File: src/sv/pid_step_controller_macros.svh
// Assertion macros shared by the PID step controller RTL.
// Needs i_clk and i_rst_n in the scope where a macro is used.
`ifndef PID_STEP_CONTROLLER_MACROS_SVH
`define PID_STEP_CONTROLLER_MACROS_SVH

// Same-cycle implication, off during reset
`define PSC_ASSERT_IMPLY(name, ante, cons) \
    name: assert property (@(posedge i_clk) disable iff (!i_rst_n) (ante) |-> (cons)) \
        else $error("pid_step_controller: same-cycle check failed");

// Next-cycle implication, off during reset
`define PSC_ASSERT_NEXT(name, ante, cons) \
    name: assert property (@(posedge i_clk) disable iff (!i_rst_n) (ante) |=> (cons)) \
        else $error("pid_step_controller: next-cycle check failed");

`endif

File: src/sv/psc_pkg.sv
// Package for the PID step controller: widths, constants, command and status types.
// No dependencies.
package psc_pkg;

    localparam int unsigned DATA_W      = 32;
    localparam int unsigned DT_W        = 25;
    localparam int unsigned GAIN_W      = 32;
    localparam int unsigned MUL_W       = 32;
    localparam int unsigned PROD_W      = 2 * MUL_W;
    localparam int unsigned ACC_W       = 3 * MUL_W;
    localparam int unsigned INTEG_W     = 64;
    localparam int unsigned DIFF_W      = DATA_W + 1;
    localparam int unsigned DT_FRAC     = 24;
    localparam int unsigned QUO_W       = DIFF_W + DT_FRAC;
    localparam int unsigned INC_W       = DATA_W + DT_W;
    localparam int unsigned TERM_W      = 62;
    localparam int unsigned GAIN_SHIFT  = 20;
    localparam int unsigned INTEG_SHIFT = 44;
    localparam int unsigned CFG_IDX_W   = 2;
    localparam int unsigned DIV_CNT_W   = $clog2(QUO_W);

    localparam logic [CFG_IDX_W-1:0] CFG_PROP  = 2'd0;
    localparam logic [CFG_IDX_W-1:0] CFG_INTEG = 2'd1;
    localparam logic [CFG_IDX_W-1:0] CFG_DERIV = 2'd2;

    localparam logic [GAIN_W-1:0] KP_RESET = 32'd524288;
    localparam logic [GAIN_W-1:0] KI_RESET = 32'd1677721600;
    localparam logic [GAIN_W-1:0] KD_RESET = 32'd1049;

    localparam logic [TERM_W-1:0]  TERM_LIMIT = {1'b1, {(TERM_W-1){1'b0}}};
    localparam logic [INTEG_W-1:0] INTEG_MAX  = {1'b0, {(INTEG_W-1){1'b1}}};
    localparam logic [INTEG_W-1:0] INTEG_MIN  = {1'b1, {(INTEG_W-1){1'b0}}};
    localparam logic [DATA_W-1:0]  DRIVE_MAX  = {1'b0, {(DATA_W-1){1'b1}}};
    localparam logic [DATA_W-1:0]  DRIVE_MIN  = {1'b1, {(DATA_W-1){1'b0}}};

    typedef enum logic [4:0] {
        S_IDLE,
        S_INC,
        S_INC_ACC,
        S_INTEG,
        S_P_ACC,
        S_P_TERM,
        S_P_SUM,
        S_I_HI,
        S_I_ACC,
        S_I_TERM,
        S_I_SUM,
        S_D_WAIT,
        S_D_LO,
        S_D_HI,
        S_D_ACC,
        S_D_TERM,
        S_D_SUM,
        S_DONE
    } t_state;

    typedef enum logic [1:0] {MA_E, MA_LO, MA_HI} t_mula;
    typedef enum logic [1:0] {MB_DT, MB_KP, MB_KI, MB_KD} t_mulb;
    typedef enum logic [1:0] {ACC_HOLD, ACC_LOAD, ACC_ADD_HI} t_acc;
    typedef enum logic [1:0] {MAG_HOLD, MAG_INTEG, MAG_QUO} t_mag;
    typedef enum logic {SHIFT_GAIN, SHIFT_INTEG} t_shift;

    typedef struct packed {
        logic   accept;
        logic   div_start;
        t_mula  mul_a;
        t_mulb  mul_b;
        t_acc   acc_op;
        logic   integ_upd;
        t_mag   mag_op;
        logic   term_load;
        t_shift term_sh;
        logic   sum_add;
        logic   out_load;
    } t_cmd;

    typedef struct packed {
        logic out_free;
        logic div_busy;
    } t_stat;

endpackage

File: src/sv/psc_ctrl.sv
// Sequencer for the PID step: walks one transaction through multiply, divide and sum steps.
// Depends on psc_pkg.
module psc_ctrl (
    input  logic             i_clk,
    input  logic             i_rst_n,
    input  logic             i_valid,
    output logic             o_stall,
    input  psc_pkg::t_stat   i_stat,
    output psc_pkg::t_cmd    o_cmd
);

    psc_pkg::t_state r_state;
    psc_pkg::t_state n_state;

    always_ff @(posedge i_clk) begin
        if (!i_rst_n) begin
            r_state <= psc_pkg::S_IDLE;
        end else begin
            r_state <= n_state;
        end
    end

    always_comb begin
        n_state = r_state;
        case (r_state)
            psc_pkg::S_IDLE: begin
                if (i_valid) begin
                    n_state = psc_pkg::S_INC;
                end
            end
            psc_pkg::S_INC:     n_state = psc_pkg::S_INC_ACC;
            psc_pkg::S_INC_ACC: n_state = psc_pkg::S_INTEG;
            psc_pkg::S_INTEG:   n_state = psc_pkg::S_P_ACC;
            psc_pkg::S_P_ACC:   n_state = psc_pkg::S_P_TERM;
            psc_pkg::S_P_TERM:  n_state = psc_pkg::S_P_SUM;
            psc_pkg::S_P_SUM:   n_state = psc_pkg::S_I_HI;
            psc_pkg::S_I_HI:    n_state = psc_pkg::S_I_ACC;
            psc_pkg::S_I_ACC:   n_state = psc_pkg::S_I_TERM;
            psc_pkg::S_I_TERM:  n_state = psc_pkg::S_I_SUM;
            psc_pkg::S_I_SUM:   n_state = psc_pkg::S_D_WAIT;
            psc_pkg::S_D_WAIT: begin
                if (!i_stat.div_busy) begin
                    n_state = psc_pkg::S_D_LO;
                end
            end
            psc_pkg::S_D_LO:    n_state = psc_pkg::S_D_HI;
            psc_pkg::S_D_HI:    n_state = psc_pkg::S_D_ACC;
            psc_pkg::S_D_ACC:   n_state = psc_pkg::S_D_TERM;
            psc_pkg::S_D_TERM:  n_state = psc_pkg::S_D_SUM;
            psc_pkg::S_D_SUM:   n_state = psc_pkg::S_DONE;
            psc_pkg::S_DONE: begin
                if (i_stat.out_free) begin
                    n_state = psc_pkg::S_IDLE;
                end
            end
            default:            n_state = psc_pkg::S_IDLE;
        endcase
    end

    always_comb begin
        o_cmd         = '0;
        o_cmd.mul_a   = psc_pkg::MA_E;
        o_cmd.mul_b   = psc_pkg::MB_DT;
        o_cmd.acc_op  = psc_pkg::ACC_HOLD;
        o_cmd.mag_op  = psc_pkg::MAG_HOLD;
        o_cmd.term_sh = psc_pkg::SHIFT_GAIN;
        case (r_state)
            psc_pkg::S_IDLE: begin
                o_cmd.accept = i_valid;
            end
            psc_pkg::S_INC: begin
                o_cmd.div_start = 1'b1;
                o_cmd.mul_a     = psc_pkg::MA_E;
                o_cmd.mul_b     = psc_pkg::MB_DT;
            end
            psc_pkg::S_INC_ACC: begin
                o_cmd.acc_op = psc_pkg::ACC_LOAD;
            end
            psc_pkg::S_INTEG: begin
                o_cmd.integ_upd = 1'b1;
                o_cmd.mul_a     = psc_pkg::MA_E;
                o_cmd.mul_b     = psc_pkg::MB_KP;
            end
            psc_pkg::S_P_ACC: begin
                o_cmd.acc_op = psc_pkg::ACC_LOAD;
            end
            psc_pkg::S_P_TERM: begin
                o_cmd.term_load = 1'b1;
                o_cmd.term_sh   = psc_pkg::SHIFT_GAIN;
                o_cmd.mag_op    = psc_pkg::MAG_INTEG;
            end
            psc_pkg::S_P_SUM: begin
                o_cmd.sum_add = 1'b1;
                o_cmd.mul_a   = psc_pkg::MA_LO;
                o_cmd.mul_b   = psc_pkg::MB_KI;
            end
            psc_pkg::S_I_HI: begin
                o_cmd.acc_op = psc_pkg::ACC_LOAD;
                o_cmd.mul_a  = psc_pkg::MA_HI;
                o_cmd.mul_b  = psc_pkg::MB_KI;
            end
            psc_pkg::S_I_ACC: begin
                o_cmd.acc_op = psc_pkg::ACC_ADD_HI;
            end
            psc_pkg::S_I_TERM: begin
                o_cmd.term_load = 1'b1;
                o_cmd.term_sh   = psc_pkg::SHIFT_INTEG;
            end
            psc_pkg::S_I_SUM: begin
                o_cmd.sum_add = 1'b1;
            end
            psc_pkg::S_D_WAIT: begin
                if (!i_stat.div_busy) begin
                    o_cmd.mag_op = psc_pkg::MAG_QUO;
                end
            end
            psc_pkg::S_D_LO: begin
                o_cmd.mul_a = psc_pkg::MA_LO;
                o_cmd.mul_b = psc_pkg::MB_KD;
            end
            psc_pkg::S_D_HI: begin
                o_cmd.acc_op = psc_pkg::ACC_LOAD;
                o_cmd.mul_a  = psc_pkg::MA_HI;
                o_cmd.mul_b  = psc_pkg::MB_KD;
            end
            psc_pkg::S_D_ACC: begin
                o_cmd.acc_op = psc_pkg::ACC_ADD_HI;
            end
            psc_pkg::S_D_TERM: begin
                o_cmd.term_load = 1'b1;
                o_cmd.term_sh   = psc_pkg::SHIFT_GAIN;
            end
            psc_pkg::S_D_SUM: begin
                o_cmd.sum_add = 1'b1;
            end
            psc_pkg::S_DONE: begin
                o_cmd.out_load = i_stat.out_free;
            end
            default: begin
                o_cmd.accept = 1'b0;
            end
        endcase
    end

    assign o_stall = (r_state != psc_pkg::S_IDLE);

endmodule

File: src/sv/psc_div.sv
// Restoring serial divider for the derivative: (|diff| * 2^24) / dt, one quotient bit per cycle.
// Depends on psc_pkg.
module psc_div (
    input  logic                         i_clk,
    input  logic                         i_rst_n,
    input  logic                         i_start,
    input  logic [psc_pkg::DIFF_W-1:0]   i_dividend,
    input  logic [psc_pkg::DT_W-1:0]     i_divisor,
    output logic [psc_pkg::QUO_W-1:0]    o_quotient,
    output logic                         o_busy
);

    logic [psc_pkg::QUO_W-1:0]     r_quo;
    logic [psc_pkg::DT_W-1:0]      r_rem;
    logic [psc_pkg::DIV_CNT_W-1:0] r_cnt;
    logic                          r_busy;

    logic [psc_pkg::DT_W:0] w_trial;
    logic [psc_pkg::DT_W:0] w_sub;
    logic                   w_ge;

    assign w_trial = {r_rem, r_quo[psc_pkg::QUO_W-1]};
    assign w_ge    = (w_trial >= {1'b0, i_divisor});
    assign w_sub   = w_trial - {1'b0, i_divisor};

    always_ff @(posedge i_clk) begin
        if (!i_rst_n) begin
            r_busy <= 1'b0;
            r_cnt  <= '0;
        end else if (i_start) begin
            r_busy <= 1'b1;
            r_cnt  <= '0;
        end else if (r_busy) begin
            r_cnt <= r_cnt + 1'b1;
            if (r_cnt == psc_pkg::DIV_CNT_W'(psc_pkg::QUO_W - 1)) begin
                r_busy <= 1'b0;
            end
        end
    end

    always_ff @(posedge i_clk) begin
        if (i_start) begin
            r_quo <= {i_dividend, {psc_pkg::DT_FRAC{1'b0}}};
            r_rem <= '0;
        end else if (r_busy) begin
            r_rem <= w_ge ? w_sub[psc_pkg::DT_W-1:0] : w_trial[psc_pkg::DT_W-1:0];
            r_quo <= {r_quo[psc_pkg::QUO_W-2:0], w_ge};
        end
    end

    assign o_quotient = r_quo;
    assign o_busy     = r_busy;

endmodule

File: src/sv/psc_dp.sv
// Datapath of the PID step: gains, state, shared 32x32 multiplier, integral, term sum, output.
// Depends on psc_pkg; takes the quotient from psc_div.
module psc_dp (
    input  logic                             i_clk,
    input  logic                             i_rst_n,
    input  psc_pkg::t_cmd                    i_cmd,
    input  logic signed [psc_pkg::DATA_W-1:0] i_error,
    input  logic [psc_pkg::DT_W-1:0]         i_dt,
    input  logic                             i_cfg_valid,
    input  logic [psc_pkg::CFG_IDX_W-1:0]    i_cfg_index,
    input  logic [psc_pkg::GAIN_W-1:0]       i_cfg_data,
    input  logic [psc_pkg::QUO_W-1:0]        i_div_quo,
    output logic [psc_pkg::DIFF_W-1:0]       o_div_dividend,
    output logic [psc_pkg::DT_W-1:0]         o_div_divisor,
    output logic                             o_out_free,
    output logic                             o_valid,
    input  logic                             i_stall,
    output logic signed [psc_pkg::DATA_W-1:0] o_drive,
    output logic                             o_drive_saturated,
    output logic                             o_dt_zero
);

    logic [psc_pkg::GAIN_W-1:0]  r_kp_mag, r_ki_mag, r_kd_mag;
    logic                        r_kp_neg, r_ki_neg, r_kd_neg;
    logic [psc_pkg::DATA_W-1:0]  r_last;
    logic [psc_pkg::INTEG_W-1:0] r_integ;
    logic                        r_out_valid;

    logic [psc_pkg::DATA_W-1:0]  r_e_mag;
    logic                        r_e_neg;
    logic [psc_pkg::DT_W-1:0]    r_dt;
    logic                        r_dz;
    logic [psc_pkg::DIFF_W-1:0]  r_diff;
    logic [psc_pkg::INTEG_W-1:0] r_mag;
    logic                        r_mag_neg;
    logic [psc_pkg::PROD_W-1:0]  r_prod;
    logic                        r_mneg;
    logic [psc_pkg::ACC_W-1:0]   r_acc;
    logic                        r_acc_neg;
    logic [psc_pkg::TERM_W-1:0]  r_term;
    logic                        r_term_neg;
    logic [psc_pkg::INTEG_W-1:0] r_sum;
    logic                        r_sat;
    logic [psc_pkg::DATA_W-1:0]  r_out_drive;
    logic                        r_out_sat;
    logic                        r_out_dz;

    logic [psc_pkg::MUL_W-1:0]   w_mul_a, w_mul_b;
    logic                        w_a_neg, w_b_neg;
    logic [psc_pkg::INTEG_W:0]   w_inc_ext, w_integ_ext, w_isum;
    logic                        w_iover;
    logic [psc_pkg::INTEG_W-1:0] w_integ_next;
    logic [psc_pkg::ACC_W-1:0]   w_shifted;
    logic                        w_term_over;
    logic [psc_pkg::INTEG_W-1:0] w_term_ext;
    logic [psc_pkg::DATA_W:0]    w_sum_hi;
    logic                        w_fits;
    logic [psc_pkg::DATA_W-1:0]  w_drive;

    // hold gains as sign and magnitude
    always_ff @(posedge i_clk) begin
        if (!i_rst_n) begin
            r_kp_mag <= psc_pkg::KP_RESET;
            r_kp_neg <= psc_pkg::KP_RESET[psc_pkg::GAIN_W-1];
            r_ki_mag <= psc_pkg::KI_RESET;
            r_ki_neg <= psc_pkg::KI_RESET[psc_pkg::GAIN_W-1];
            r_kd_mag <= psc_pkg::KD_RESET;
            r_kd_neg <= psc_pkg::KD_RESET[psc_pkg::GAIN_W-1];
        end else if (i_cfg_valid) begin
            case (i_cfg_index)
                psc_pkg::CFG_PROP: begin
                    r_kp_mag <= i_cfg_data[psc_pkg::GAIN_W-1] ? -i_cfg_data : i_cfg_data;
                    r_kp_neg <= i_cfg_data[psc_pkg::GAIN_W-1];
                end
                psc_pkg::CFG_INTEG: begin
                    r_ki_mag <= i_cfg_data[psc_pkg::GAIN_W-1] ? -i_cfg_data : i_cfg_data;
                    r_ki_neg <= i_cfg_data[psc_pkg::GAIN_W-1];
                end
                psc_pkg::CFG_DERIV: begin
                    r_kd_mag <= i_cfg_data[psc_pkg::GAIN_W-1] ? -i_cfg_data : i_cfg_data;
                    r_kd_neg <= i_cfg_data[psc_pkg::GAIN_W-1];
                end
                default: begin
                    r_kp_neg <= r_kp_neg;
                end
            endcase
        end
    end

    always_comb begin
        case (i_cmd.mul_a)
            psc_pkg::MA_E: begin
                w_mul_a = r_e_mag;
                w_a_neg = r_e_neg;
            end
            psc_pkg::MA_LO: begin
                w_mul_a = r_mag[psc_pkg::MUL_W-1:0];
                w_a_neg = r_mag_neg;
            end
            psc_pkg::MA_HI: begin
                w_mul_a = r_mag[psc_pkg::INTEG_W-1:psc_pkg::MUL_W];
                w_a_neg = r_mag_neg;
            end
            default: begin
                w_mul_a = '0;
                w_a_neg = 1'b0;
            end
        endcase
        case (i_cmd.mul_b)
            psc_pkg::MB_DT: begin
                w_mul_b = {{(psc_pkg::MUL_W-psc_pkg::DT_W){1'b0}}, r_dt};
                w_b_neg = 1'b0;
            end
            psc_pkg::MB_KP: begin
                w_mul_b = r_kp_mag;
                w_b_neg = r_kp_neg;
            end
            psc_pkg::MB_KI: begin
                w_mul_b = r_ki_mag;
                w_b_neg = r_ki_neg;
            end
            psc_pkg::MB_KD: begin
                w_mul_b = r_kd_mag;
                w_b_neg = r_kd_neg;
            end
            default: begin
                w_mul_b = '0;
                w_b_neg = 1'b0;
            end
        endcase
    end

    assign w_inc_ext   = {{(psc_pkg::INTEG_W+1-psc_pkg::INC_W){1'b0}},
                          r_acc[psc_pkg::INC_W-1:0]};
    assign w_integ_ext = {r_integ[psc_pkg::INTEG_W-1], r_integ};
    assign w_isum      = r_acc_neg ? (w_integ_ext - w_inc_ext) : (w_integ_ext + w_inc_ext);
    assign w_iover     = w_isum[psc_pkg::INTEG_W] ^ w_isum[psc_pkg::INTEG_W-1];
    assign w_integ_next = !w_iover ? w_isum[psc_pkg::INTEG_W-1:0] :
                          (w_isum[psc_pkg::INTEG_W] ? psc_pkg::INTEG_MIN : psc_pkg::INTEG_MAX);

    assign w_shifted   = (i_cmd.term_sh == psc_pkg::SHIFT_INTEG) ?
                         (r_acc >> psc_pkg::INTEG_SHIFT) : (r_acc >> psc_pkg::GAIN_SHIFT);
    assign w_term_over = (|w_shifted[psc_pkg::ACC_W-1:psc_pkg::TERM_W]) |
                         (w_shifted[psc_pkg::TERM_W-1] & (|w_shifted[psc_pkg::TERM_W-2:0]));
    assign w_term_ext  = {{(psc_pkg::INTEG_W-psc_pkg::TERM_W){1'b0}}, r_term};

    assign w_sum_hi = r_sum[psc_pkg::INTEG_W-1:psc_pkg::DATA_W-1];
    assign w_fits   = (&w_sum_hi) | (~|w_sum_hi);
    assign w_drive  = w_fits ? r_sum[psc_pkg::DATA_W-1:0] :
                      (r_sum[psc_pkg::INTEG_W-1] ? psc_pkg::DRIVE_MIN : psc_pkg::DRIVE_MAX);

    // controller state carried between transactions
    always_ff @(posedge i_clk) begin
        if (!i_rst_n) begin
            r_last      <= '0;
            r_integ     <= '0;
            r_out_valid <= 1'b0;
        end else begin
            if (i_cmd.accept) begin
                r_last <= i_error;
            end
            if (i_cmd.integ_upd) begin
                r_integ <= w_integ_next;
            end
            if (i_cmd.out_load) begin
                r_out_valid <= 1'b1;
            end else if (r_out_valid && !i_stall) begin
                r_out_valid <= 1'b0;
            end
        end
    end

    always_ff @(posedge i_clk) begin
        r_prod <= {{psc_pkg::MUL_W{1'b0}}, w_mul_a} * {{psc_pkg::MUL_W{1'b0}}, w_mul_b};
        r_mneg <= w_a_neg ^ w_b_neg;
        if (i_cmd.accept) begin
            r_e_mag <= i_error[psc_pkg::DATA_W-1] ? -i_error : i_error;
            r_e_neg <= i_error[psc_pkg::DATA_W-1];
            r_dt    <= i_dt;
            r_dz    <= (i_dt == '0);
            r_diff  <= {i_error[psc_pkg::DATA_W-1], i_error} -
                       {r_last[psc_pkg::DATA_W-1], r_last};
            r_sum   <= '0;
            r_sat   <= 1'b0;
        end else begin
            if (i_cmd.integ_upd && w_iover) begin
                r_sat <= 1'b1;
            end
            if (i_cmd.sum_add) begin
                r_sum <= r_term_neg ? (r_sum - w_term_ext) : (r_sum + w_term_ext);
            end
        end
        case (i_cmd.acc_op)
            psc_pkg::ACC_LOAD: begin
                r_acc     <= {{psc_pkg::MUL_W{1'b0}}, r_prod};
                r_acc_neg <= r_mneg;
            end
            psc_pkg::ACC_ADD_HI: begin
                r_acc <= r_acc + {r_prod, {psc_pkg::MUL_W{1'b0}}};
            end
            default: begin
                r_acc <= r_acc;
            end
        endcase
        case (i_cmd.mag_op)
            psc_pkg::MAG_INTEG: begin
                r_mag     <= r_integ[psc_pkg::INTEG_W-1] ? -r_integ : r_integ;
                r_mag_neg <= r_integ[psc_pkg::INTEG_W-1];
            end
            psc_pkg::MAG_QUO: begin
                r_mag     <= r_dz ? '0 :
                             {{(psc_pkg::INTEG_W-psc_pkg::QUO_W){1'b0}}, i_div_quo};
                r_mag_neg <= r_diff[psc_pkg::DIFF_W-1];
            end
            default: begin
                r_mag <= r_mag;
            end
        endcase
        if (i_cmd.term_load) begin
            r_term     <= w_term_over ? psc_pkg::TERM_LIMIT : w_shifted[psc_pkg::TERM_W-1:0];
            r_term_neg <= r_acc_neg;
        end
        if (i_cmd.out_load) begin
            r_out_drive <= w_drive;
            r_out_sat   <= r_sat | !w_fits;
            r_out_dz    <= r_dz;
        end
    end

    assign o_div_dividend    = r_diff[psc_pkg::DIFF_W-1] ? -r_diff : r_diff;
    assign o_div_divisor     = r_dt;
    assign o_out_free        = !r_out_valid || !i_stall;
    assign o_valid           = r_out_valid;
    assign o_drive           = r_out_drive;
    assign o_drive_saturated = r_out_sat;
    assign o_dt_zero         = r_out_dz;

endmodule

File: src/sv/pid_step_controller.sv
// PID step controller top level: sequencer, serial divider and datapath; uses psc_pkg and macros.
// An accepted transaction runs through the sequencer states to o_valid; the next one is taken only
// back in idle, so throughput is set by the 57-step serial divider that forms the derivative quotient.
// The result sits in an output register, so the next transaction is taken while it waits.
// Synchronous active-low reset restores default gains and clears integral and last error.
`include "pid_step_controller_macros.svh"

module pid_step_controller (
    input  logic                               i_clk,
    input  logic                               i_rst_n,
    input  logic                               i_valid,
    output logic                               o_stall,
    input  logic signed [psc_pkg::DATA_W-1:0]  i_error,
    input  logic [psc_pkg::DT_W-1:0]           i_dt,
    output logic                               o_valid,
    input  logic                               i_stall,
    output logic signed [psc_pkg::DATA_W-1:0]  o_drive,
    output logic                               o_drive_saturated,
    output logic                               o_dt_zero,
    input  logic                               i_cfg_valid,
    output logic                               o_cfg_ready,
    input  logic [psc_pkg::CFG_IDX_W-1:0]      i_cfg_index,
    input  logic [psc_pkg::GAIN_W-1:0]         i_cfg_data
);

    psc_pkg::t_cmd  w_cmd;
    psc_pkg::t_stat w_stat;

    logic [psc_pkg::DIFF_W-1:0] w_dividend;
    logic [psc_pkg::DT_W-1:0]   w_divisor;
    logic [psc_pkg::QUO_W-1:0]  w_quotient;
    logic                       w_div_busy;
    logic                       w_out_free;

    assign w_stat.out_free = w_out_free;
    assign w_stat.div_busy = w_div_busy;
    assign o_cfg_ready     = 1'b1;

    psc_ctrl u_ctrl (
        .i_clk   (i_clk),
        .i_rst_n (i_rst_n),
        .i_valid (i_valid),
        .o_stall (o_stall),
        .i_stat  (w_stat),
        .o_cmd   (w_cmd)
    );

    psc_div u_div (
        .i_clk      (i_clk),
        .i_rst_n    (i_rst_n),
        .i_start    (w_cmd.div_start),
        .i_dividend (w_dividend),
        .i_divisor  (w_divisor),
        .o_quotient (w_quotient),
        .o_busy     (w_div_busy)
    );

    psc_dp u_dp (
        .i_clk             (i_clk),
        .i_rst_n           (i_rst_n),
        .i_cmd             (w_cmd),
        .i_error           (i_error),
        .i_dt              (i_dt),
        .i_cfg_valid       (i_cfg_valid),
        .i_cfg_index       (i_cfg_index),
        .i_cfg_data        (i_cfg_data),
        .i_div_quo         (w_quotient),
        .o_div_dividend    (w_dividend),
        .o_div_divisor     (w_divisor),
        .o_out_free        (w_out_free),
        .o_valid           (o_valid),
        .i_stall           (i_stall),
        .o_drive           (o_drive),
        .o_drive_saturated (o_drive_saturated),
        .o_dt_zero         (o_dt_zero)
    );

    `PSC_ASSERT_NEXT(a_accept_then_busy, i_valid && !o_stall, o_stall)
    `PSC_ASSERT_IMPLY(a_load_after_divide, w_cmd.out_load, !w_div_busy && o_stall)
    `PSC_ASSERT_NEXT(a_start_runs_divider, w_cmd.div_start, w_div_busy)

endmodule

File: config.mk
export PLATFORM = sky130hd
export DESIGN_NAME = pid_step_controller
export DESIGN_NICKNAME = d
export VERILOG_FILES = /design/src/sv/psc_pkg.sv /design/src/sv/psc_ctrl.sv /design/src/sv/psc_div.sv /design/src/sv/psc_dp.sv /design/src/sv/pid_step_controller.sv
export VERILOG_INCLUDE_DIRS = /design/src /design/src/sv
export SDC_FILE = /design/constraint.sdc
export NUM_CORES = 2
export LEC_CHECK = 0
export BUFFER_PORTS_ARGS = -buffer_cell sky130_fd_sc_hd__buf_2
export CELL_PAD_IN_SITES_DETAIL_PLACEMENT = 0
export CELL_PAD_IN_SITES_GLOBAL_PLACEMENT = 1
export CORE_UTILIZATION = 48
export CTS_CLUSTER_SIZE = 14
export DETAILED_ROUTE_END_ITERATION = 10
export PLACE_DENSITY = 0.79
export SETUP_SLACK_MARGIN = 0.3
export SLEW_MARGIN = 0
export SYNTH_ARGS = -nofsm -noshare
export SYNTH_HDL_FRONTEND = slang
export SYNTH_SLANG_ARGS = --single-unit
File: constraint.sdc
create_clock -name i_clk -period 10.68 [get_ports i_clk]
set_clock_uncertainty 0.15 [all_clocks]
set_input_delay 1.602 -clock i_clk [delete_from_list [all_inputs] [get_ports i_clk]]
set_output_delay 1.602 -clock i_clk [all_outputs]
set_load 0.02 [all_outputs]
# Word level (Yosys, flattened, before mapping)
# Index checks and enable logic that the tools add are counted.
# W data, S select, Z words.
dict set report word_totals {
  reg_bits 771
  in_bits 96
  output_inout_bits 37
  word_cells 159
}
dict set report classes {
  n_addsub 12
  n_mul 1
  magnitude_cmp 1
  n_eq_ne 32
  n_mux 41
  bitwise 7
  n_reduce_logical 31
}
# operator count
set ops {}
lappend ops {{$mux W64} 4}
lappend ops {{$pmux W96 S2} 1}
lappend ops {{$mux W57} 3}
lappend ops {{$pmux W32 S4} 1}
lappend ops {{$pmux W64 S2} 1}
lappend ops {{$add A96 B96 Y96} 1}
lappend ops {{$mux W32} 3}
lappend ops {{$pmux W32 S3} 1}
lappend ops {{$pmux W5 S18} 1}
lappend ops {{$mux W76} 1}
lappend ops {{$add A64 B58 Y65} 1}
lappend ops {{$mux W65} 1}
lappend ops {{$sub A64 B58 Y65} 1}
lappend ops {{$add A64 B62 Y64} 1}
lappend ops {{$mul A32 B32 Y64} 1}
lappend ops {{$neg A32 Y32} 2}
lappend ops {{$neg A64 Y64} 1}
lappend ops {{$sub A64 B62 Y64} 1}
lappend ops {{$reduce_or A61 Y1} 1}
lappend ops {{$eq A5 B4 Y1 const B} 8}
lappend ops {{$reduce_or A34 Y1} 1}
lappend ops {{$mux W33} 1}
lappend ops {{$neg A33 Y33} 1}
lappend ops {{$reduce_and A33 Y1} 1}
lappend ops {{40 further kinds} 86}

# Depth between registers and ports, before layout
dict set report depth {
  depth_word 7
  depth_mapped 39
}

# Modules after synthesis
# Synthesis repeated with hierarchy kept, for this count alone.
dict set report unflattened {
  cells_unflattened 9125
  hier_area_um2 81593.3
}
# mod instances cells_per_inst area_each_um2 seq_area_each_um2
set modules_own_cells {}
lappend modules_own_cells {psc_dp 1 8536 76054.2 17066.4}
lappend modules_own_cells {psc_div 1 517 4997.3 2112.0}
lappend modules_own_cells {psc_ctrl 1 70 530.5 100.1}
lappend modules_own_cells {pid_step_controller 1 2 11.3 0.0}

# Worst setup path after synthesis
# No wires, ideal clock.
dict set report synth_path {
  kind {register to register}
  startpoint {register u_ctrl.r_state[4]}
  endpoint {register u_dp.r_prod[58] (netlist bit)}
  setup_time_ns 0.124
  arrival_ns 8.892
  t_required_ns 10.406
  slack_ns 1.514
  stages_incl_launch_ff 36
  path_buffers 5
  cell_sequence {dfxtp_1 > clkbuf_1 > nor2_1 > and3_1 > inv_1 > ha_1 > clkbuf_1 > clkbuf_1 > nand2_1 > a31oi_1 > clkbuf_1 > nand2_1 > fa_1 > fa_1 > fa_1 > fa_1 > inv_1 > fa_1 > fa_1 > fa_1 > inv_1 > fa_1 > inv_1 > ha_1 > clkbuf_1 > a21o_1 > a21o_1 > a21oi_1 > a31oi_1 > o2111ai_1 > o21ai_1 > nand3_1 > o41a_1 > a221oi_1 > nor2_1 > xnor2_1}
}
dict set report synth_via {
  elab_chain_len 5
  elab_cells_between_ends 16
  cone_classes {mul: 1; eq/ne: 10; mux: 3; reduce/logical: 2}
}
# item line
set synth_lines {}
lappend synth_lines {{from (decl)} psc_ctrl.sv:12} ;# psc_pkg::t_state r_state;
lappend synth_lines {{from (signal assigned)} psc_ctrl.sv:17} ;# r_state <= psc_pkg::S_IDLE;
lappend synth_lines {{from (signal assigned)} psc_ctrl.sv:19} ;# r_state <= n_state;
lappend synth_lines {{$eq A5 B4 Y1 (tied with other cells)} psc_ctrl.sv:67} ;# case (r_state)
lappend synth_lines {{$pmux W4 S5 *} psc_ctrl.sv:67}
lappend synth_lines {{$eq A2 B2 Y1 (tied with other cells)} psc_dp.sv:109} ;# case (i_cmd.mul_b)
lappend synth_lines {{$pmux W32 S4 / $pmux W32 S3 (equally long branches)} {psc_dp.sv:109, psc_dp.sv:91}}
lappend synth_lines {{$mul A32 B32 Y64 *} psc_dp.sv:174} ;# r_prod <= {{psc_pkg::MUL_W{1'b0}}, w_mul_a} * {{psc_pkg::MUL_W{1'b0}}, w_mul_b};
lappend synth_lines {{to (signal assigned)} psc_dp.sv:174}
lappend synth_lines {{to (decl)} psc_dp.sv:36} ;# logic [psc_pkg::PROD_W-1:0] r_prod;
# Every way passes the cells marked *; elsewhere a longest branch is shown, timed or not.
# A chain may end at the register's enable or synchronous reset.

# Worst setup path after layout
dict set report layout_path {
  startpoint {register u_ctrl.r_state[1]}
  endpoint {register u_dp.r_prod[60] (netlist bit)}
}
# The elaborated chain is that of the path after synthesis.

==> flow_summary_export.csv <==
group,metric,value,unit
outcome,status,"finished clean",
global_route,grt_pass1_vias,67000,
min_path,hp-start,"u_dp.r_mneg$_DFF_P_",
worst_setup_path,cp.arrival,10.56,ns
die,io_pins,133,
worst_setup_path,setup.worst_path.start_class,"register",
detailed_routing,vias_per_cell,5.93,
cells_and_area,syn_to_final_growth,8.47,%
logic_synthesis,synth_edf_count,384,
global_route,grt_pass1_wl,434,mm
logic_synthesis,syn_area,81100,sq um
die,start_util,48.5,%
logic_synthesis,syn_nets,10800,
clock_tree,cts_tree,"yes",
worst_setup_path,setup.worst_path.class,"reg -> reg",
global_route,antenna_found_initial,11,
detailed_routing,drtAntennaViolNets,0,
cells_and_area,drive_gt1_share,7.93,%
detailed_routing,vias,68200,
die,num_rows,150,
cells_and_area,final_nets,10700,
worst_setup_path,critical_path.startpoint,"u_ctrl.r_state[1]$_SDFFE_PN0P_",
global_route,grt_start_max_net_pins,100,
worst_setup_path,critPathMaxStageDelay,0.60,ns
timing,setup_viol,0,
detailed_routing,wl,292,mm
global_route,grt_remaining_overflow,0,
placement,portBuffers,131,
placement,gp_congestion,1.00,
timing,tightestPinTransition,1.30,ns
die,die_area,171000,sq um
worst_setup_path,endpoint_kind,"register",
detailed_routing,drtIter0Drc,6473,
global_route,grt_usage,34.2,%
clock_tree,cts.sinks,771,
timing,setup_tns,0,ns
logic_synthesis,synthFlopType,"dfxtp_1",
cells_and_area,fill_cells,15800,
clock_tree,clockRootBuffer,"clkbuf_16",
timing,rsz0062_at_grt,"false",
logic_synthesis,yosysSeqAreaShare,23.8,%
detailed_routing,drcViolationCount,0,
die,core_region_area,167000,sq um
timing,finalMaxSlewViolations,0,
logic_synthesis,ys_warn_count,0,
worst_setup_path,crit_path_frequent_cell,"fa_1",
clock_tree,cts_hold_buf,0,
clock_tree,cts_max_level,3,
placement,dp_hpwl,233,mm
flow_run,maxCapViolations,0,
logic_synthesis,synth.avg_cell_area,8.72,sq um
clock_tree,cts_buffers,94,
timing,hold_viol_final,0,
detailed_routing,drt-wirelength-per-cell,25.4,um
worst_setup_path,r2r_start,"u_ctrl.r_state[1]$_SDFFE_PN0P_",
timing,fin_crit,10.09,ns
logic_synthesis,synth.distinct_cells,103,
clock_tree,clk-insertion-delay-late,0.79,ns
clock_tree,clockBufferDepth,3,
die,die_y,413,um
clock_tree,clk_pin_slew_worst_paths,0.06,ns
detailed_routing,first_pass_iters,6,
logic_synthesis,synthArstFlopShare,0,%
logic_synthesis,ys_ff_latch,771,
timing,fmax,0.0991,GHz
logic_synthesis,synth_cells,9305,
die,die_w,413,um
worst_setup_path,required,11.14,ns
timing,timing.final.crit_share,94.5,%
min_path,hold_path_class,"reg -> reg",
worst_setup_path,crit_path_top_delay_cell,"fa_1",
timing,timing.slew.headroom,11.4,%
worst_setup_path,crit_path_max_fanout,22,
==> stage by stage <==
stage	worst slack [ns]	std cells	hold WS, ns	utilization [%]	cell area (sq um)
floorplan	1.51	9305	0.236	-	81100
global placement	0.494	11300	0.240	50.4	84400
detailed placement	0.274	11300	0.255	50.5	84500
CTS	0.349	11500	0.270	52.5	87800
global route	0.296	11500	0.281	52.6	88000
finish	0.588	11500	0.277	52.6	88000
==> registers in the layout, summed over array words and instances (netlist names), 5 cells and up <==
name,flops
u_div.r_cnt,6
u_dp.r_e_mag,32
u_div.o_quotient,57
u_dp.r_ki_mag,32
u_dp.o_drive,32
u_dp.r_sum,64
u_dp.r_diff,33
u_dp.r_kd_mag,32
u_dp.o_div_divisor,25
u_dp.r_last,32
u_dp.r_acc,96
u_dp.r_mag,64
u_div.r_rem,25
u_dp.r_kp_mag,32
u_ctrl.r_state,5
u_dp.r_term,62
u_dp.r_integ,64
u_dp.r_prod,64
==> Yosys cell counts, types with 60 or more instances <==
cell type,instances,area share (%)
a211oi_1,137,1.3
a21o_1,203,1.9
a21oi_1,600,3.7
a31oi_1,88,0.68
clkbuf_1,465,2.2
dfxtp_1,387,9.6
edfxtp_1,384,14
fa_1,901,22
ha_1,526,8.1
inv_1,1024,4.7
nand2_1,1150,5.3
nand3_1,135,0.83
nand4_1,79,0.61
nor2_1,1050,4.9
nor2b_1,88,0.68
nor3_1,86,0.53
o21ai_0,381,2.4
o21bai_1,60,0.56
o31ai_1,67,0.62
xnor2_1,316,3.4
xor2_1,238,2.6
==> routing by layer <==
layer  GRT usage (%)  routed length [um]  vias up  part of all wire, %
met5               0                  35        -                0.012
li1                -                   -    31000                    -
met1            46.5              123000    34000                   42
met4            13.4               13600        6                  4.7
met2            53.5              131000     2642                   45
met3            6.73               24300      541                  8.3
==> timing repair <==
item / CTS / global route
buffers inserted: 0 / 1
resized for setup: 2 / 18
hold endpoints to repair: 0 / 0
endpoints found under the setup margin: 2 / 16
==> placed cells by master, fill, tap and decap left out, drive strengths merged, types with 43 or more instances in the layout <==
master	n
a211oi	138
mux2i	43
xnor2	316
nand3	135
nor4	59
edfxtp	384
o21bai	60
o21a	44
o31ai	69
o21ai	414
clkbuf	111
or3	45
nand4	79
dfxtp	387
inv	1036
nor3	88
nand2	1151
a31oi	88
a21o	203
xor2	238
a21oi	629
ha	526
nor2b	88
nor2	1050
fa	901
and2	50
nand2b	45
buf	329
==> final timing paths <==
check,endpoint,slack (ns),depth (start not counted)
worst min register to register,u_dp.r_acc_neg$_DFFE_PN_,0.28,0
worst min-delay path,u_dp.r_acc_neg$_DFFE_PN_,0.28,0
worst max register to register,u_dp.r_prod[60]$_DFF_P_,0.59,31
worst max-delay path,u_dp.r_prod[60]$_DFF_P_,0.59,31
==> cells by family after synthesis <==
group,synth area share (%)
xor+xnor,5.98
flops,23.8
fa+ha+maj,30.9
mux,0.933
buf+inv,7.16
compound gates,15.4
simple gates,15.9
other cells,0.00462
==> worst max-delay path: cells and delay by family, from the launching register on <==
kind	cells	cell delay, ns
AOI/OAI and AO/OA	8	2.17
xor gates and xnor gates	2	0.33
adders and majority gates	10	5.07
buffers and inverters	5	0.89
DFF	1	0.32
and+or+nand+nor	6	0.97
==> final cells by class <==
cell class	count	area, sq um	area share (%)
clock inverters	65	816	0.927
inverters	1026	3860	4.39
diodes	2	5.00	0.00569
repair buffers	329	2230	2.53
multi-input cells	7003	56500	64.2
well taps	2204	2760	3.13
clock buffers	111	2550	2.90
flip-flops and latches	771	19300	21.9
Power is left out: the tool's default activity adds up to more than one toggle a clock period on the data nets, which glitch-free logic cannot reach.
